**config.mk**
```make
export PLATFORM = sky130hd
export DESIGN_NAME = fstp_divider
export DESIGN_NICKNAME = d
export VERILOG_FILES = /design/src/fstp_divider.sv
export SDC_FILE = /design/constraint.sdc
export NUM_CORES = 1
export LEC_CHECK = 0
export BUFFER_PORTS_ARGS = -buffer_cell sky130_fd_sc_hd__buf_2
export CORE_ASPECT_RATIO = 0.5
export CORE_MARGIN = 2
export CORE_UTILIZATION = 56
export DETAILED_ROUTE_END_ITERATION = 10
export PLACE_DENSITY_LB_ADDON = 0.3
export SETUP_SLACK_MARGIN = 0.02
export SYNTH_ARGS = -nofsm -noshare
export SYNTH_HDL_FRONTEND = slang
export SYNTH_SLANG_ARGS = --single-unit
```
**constraint.sdc**
```tcl
create_clock -name clock -period 3.4 [get_ports clock]
set_input_delay 0.85 -clock clock [delete_from_list [all_inputs] [get_ports clock]]
set_output_delay 0.85 -clock clock [all_outputs]
set_load 0.01 [all_outputs]
```
**src/fstp_divider.sv**
```systemverilog
// Restoring bit-serial divider, one quotient bit per cycle.
module fstp_divider #(
   parameter int N = 33,
   parameter int D = 27
) (
   input  logic         clock,
   input  logic         reset,
   input  logic         start,
   input  logic [N-1:0] dividend,
   input  logic [D-1:0] divisor,
   output logic         busy,
   output logic [N-1:0] quotient
);

   localparam int CNT_W = $clog2(N + 1);

   logic [CNT_W-1:0] count_ff;
   logic             busy_ff;
   logic [D:0]       rem_ff;
   logic [N-1:0]     quo_ff;
   logic [D-1:0]     dsr_ff;

   logic [D:0] shifted;
   logic [D:0] diff;
   logic       take;

   // One restoring step.
   always_comb begin
      shifted = {rem_ff[D-1:0], quo_ff[N-1]};
      take    = shifted >= {1'b0, dsr_ff};
      diff    = shifted - {1'b0, dsr_ff};
   end

   // Control of the iteration.
   always_ff @(posedge clock) begin
      if (reset) begin
         busy_ff  <= 1'b0;
         count_ff <= '0;
      end else if (start) begin
         busy_ff  <= 1'b1;
         count_ff <= CNT_W'(N);
      end else if (busy_ff) begin
         count_ff <= count_ff - 1'b1;
         if (count_ff == CNT_W'(1)) begin
            busy_ff <= 1'b0;
         end
      end
   end

   // Datapath of the iteration.
   always_ff @(posedge clock) begin
      if (start) begin
         rem_ff <= '0;
         quo_ff <= dividend;
         dsr_ff <= divisor;
      end else if (busy_ff) begin
         rem_ff <= take ? diff : shifted;
         quo_ff <= {quo_ff[N-2:0], take};
      end
   end

   assign busy     = busy_ff;
   assign quotient = quo_ff;

endmodule

```
==> results.cfg <==
[status]
status = finished, final reports clean

[final_layout]
final_layout_size_suffix_gt1_share_pct = 26.7
fin_area_sq_um = 6230
final_util_pct = 66.6
area_growth_syn_to_layout_pct = 17.2
final_nets = 703
antenna_cells = 0

[placed_design]
io_buffers = 96
gp_congestion = 0.853
pre_cts_slack_ns = 0.174
dp_hpwl_um = 8210
dpl_cell_area_sq_um = 5890

[clocking]
path_clk_slew_ns = 0.06
cts_setup_buffers = 0
cts_buffers = 9
clock_path_buffers = 2
cts_max_level = 3
ctsResizeCount = 0
postCtsHoldBufs = 0
cts_tree = done
cts_root_buf = clkbuf_16
clk-insertion-delay-late_ns = 0.35
cts.sinks = 94

[grt]
antenna_found_initial = 0
grt_max_degree = 58
grt_overflow = 0
track_usage_pct = 23.3
grt_pass1_wl_um = 19000
grt_pass1_vias = 3964

[run]
drv_cap = 0

[yosys]
synth_top_family_by_area = compound AO/OA/AOI/OAI gates
synth-compound-area-share_pct = 17.4
ys_ff_latch = 94
synth_area_sq_um = 5320
syn_area_per_cell_sq_um = 10.2
synth_nets = 613
synth-seq-area-share_pct = 46.7
synth_fa_ha_area_share_pct = 7.20
synthSimpleGateAreaFrac_pct = 13.5
synth_ff_type = edfxtp_1
yosys_warnings = 0
async_flop_share_pct = 0
synthXorXnorAreaFrac_pct = 3.46
synth_edf_count = 60
syn-instance-count = 520
synth_cell_types = 63
muxShareOfSynthArea_pct = 7.36

[timing]
slew_viol_final = 0
finalHoldViolations = 0
fin_skew_ns = 0.00768
fin_crit_ns = 3.14
setup_viol = 0
worst_slew_pin_slew_ns = 0.778
setup_ws_ns = 0.261
fin_crit_sh_pct = 92.3
tns_ns = 0
relSlewSlack_pct = 48.1
rsz0062_at_grt = no
fmax_ghz = 0.319

[drt]
drt_iter0_drc = 219
viasPerCell = 5.72
routedWlPerCell_um = 15.8
num_vias = 4212
drc_errors = 0
ant_nets = 0
postRouteWirelength_um = 11600
dr.pass1.iters = 4

[power_and_ir_drop]
fin_total_pwr_uw = 3200
leakage_uw = 0.00266
power_density_nw_per_um2 = 514
peakVddDrop_v = 0.000270

[critical_path]
required_ns = 3.66
crit_type = flip-flop to flip-flop
r2r-start = quotient[32]
worst-endpoint-arrival_ns = 3.40
worst_setup_path_start_kind = flip-flop
endpoint_kind = flip-flop
path_max_fanout = 13
startpoint = quotient[32]

[worst_hold_path]
hold_class = flip-flop to flip-flop
min_from = rem_ff[14]

[die]
rows = 25
start_util_pct = 56.9
coreArea_sq_um = 9350
dieArea_sq_um = 10300
dieWidth_um = 142
io_pins = 97
die_h_um = 72.9
-- critical path: stages (launching register included) --
cell and delay (ns):
edfxtp_1 0.37, inv_1 0.05, ha_1 0.22, fa_1 0.41, nor2b_1 0.17, o2111ai_1 0.18, nand2_1 0.21, a2111oi_2 0.13
nor3_2 0.48, nor2_4 0.19, or3_1 0.42, a311oi_2 0.23
-- synth_stat cells, types with 3 or more instances --
master,number,share of area [%]
nor3b_1,3,0.42
o211ai_1,5,0.71
o21a_1,7,0.99
and3_1,4,0.47
dfxtp_1,34,13
xnor2_1,11,1.8
a41oi_1,4,0.66
mux2_2,33,7.0
nand4_1,4,0.47
ha_1,29,6.8
nand3_1,12,1.1
nand2b_1,5,0.59
nor2_1,37,2.6
buf_4,4,0.56
a211oi_1,9,1.3
inv_1,35,2.5
clkbuf_1,17,1.2
a21o_1,12,1.7
o21ai_0,16,1.5
nor3_1,11,1.0
o21bai_1,3,0.42
nor2b_1,4,0.47
a21oi_1,33,3.1
xor2_1,10,1.6
or3_1,6,0.71
a311oi_1,14,2.3
edfxtp_1,60,34
nand2_1,55,3.9
-- placed cells by master (no fill, tap or decap), types with 14 or more instances in the layout --
cell      netlist  final
mux2_2         33     33
a21oi_1        33     33
inv_1          35     35
buf_2           2     95
a311oi_1       14     14
ha_1           29     29
o21ai_0        16     16
nand2_1        55     55
edfxtp_1       60     60
dfxtp_1        34     33
nor2_1         37     37
-- cell type report --
class                      instances  area, sq um
clock buffer                       9          225
timing repair buffer             102          528
multi-input combinational        368         2620
fill                             745         3120
tap                              121          151
sequential                        94         2480
inverter                          35          131
clock inverter                     7         93.8
-- path summary, 6_finish.rpt --
check	end	slack, ns	depth (start not counted)
max	rem_ff[22]	0.26	11
min	rem_ff[14]	0.50	2
max reg2reg	rem_ff[22]	0.26	11
min reg2reg	rem_ff[14]	0.50	2
-- cells by family after synthesis --
logic type | after synthesis
simple gates | 152
compound gates | 129
flops | 94
buf+inv | 59
mux | 35
fa+ha+maj | 30
xor+xnor | 21
-- sequential cells by signal, indices dropped and copies added (netlist names) --
signal / flops
quotient: 33
dsr_ff: 27
rem_ff: 27
count_ff: 6
busy: 1
-- layer usage --
layer  wire length, um  vias up  global-route usage, %
met5                 0        -                      0
met4               133        0                   6.56
met3               783       15                   7.61
met2              4970      109                   35.5
met1              5710     1987                   32.4
li1                  -     2101                      -
-- power breakdown --
part           switching [uW]  internal [uW]  total, uW
combinational             421            307        727
clock                     435            646       1080
sequential               60.3           1330       1390
total                     916           2290       3200
-- through the flow --
stage	instances	hold WS [ns]
5_1_grt	736	0.513
2_1_floorplan	520	0.464
6_report	736	0.498
4_1_cts	735	0.494
3_3_place_gp	719	0.481
3_5_place_dp	719	0.485
No activity file was read; power rests on OpenSTA's default activity.
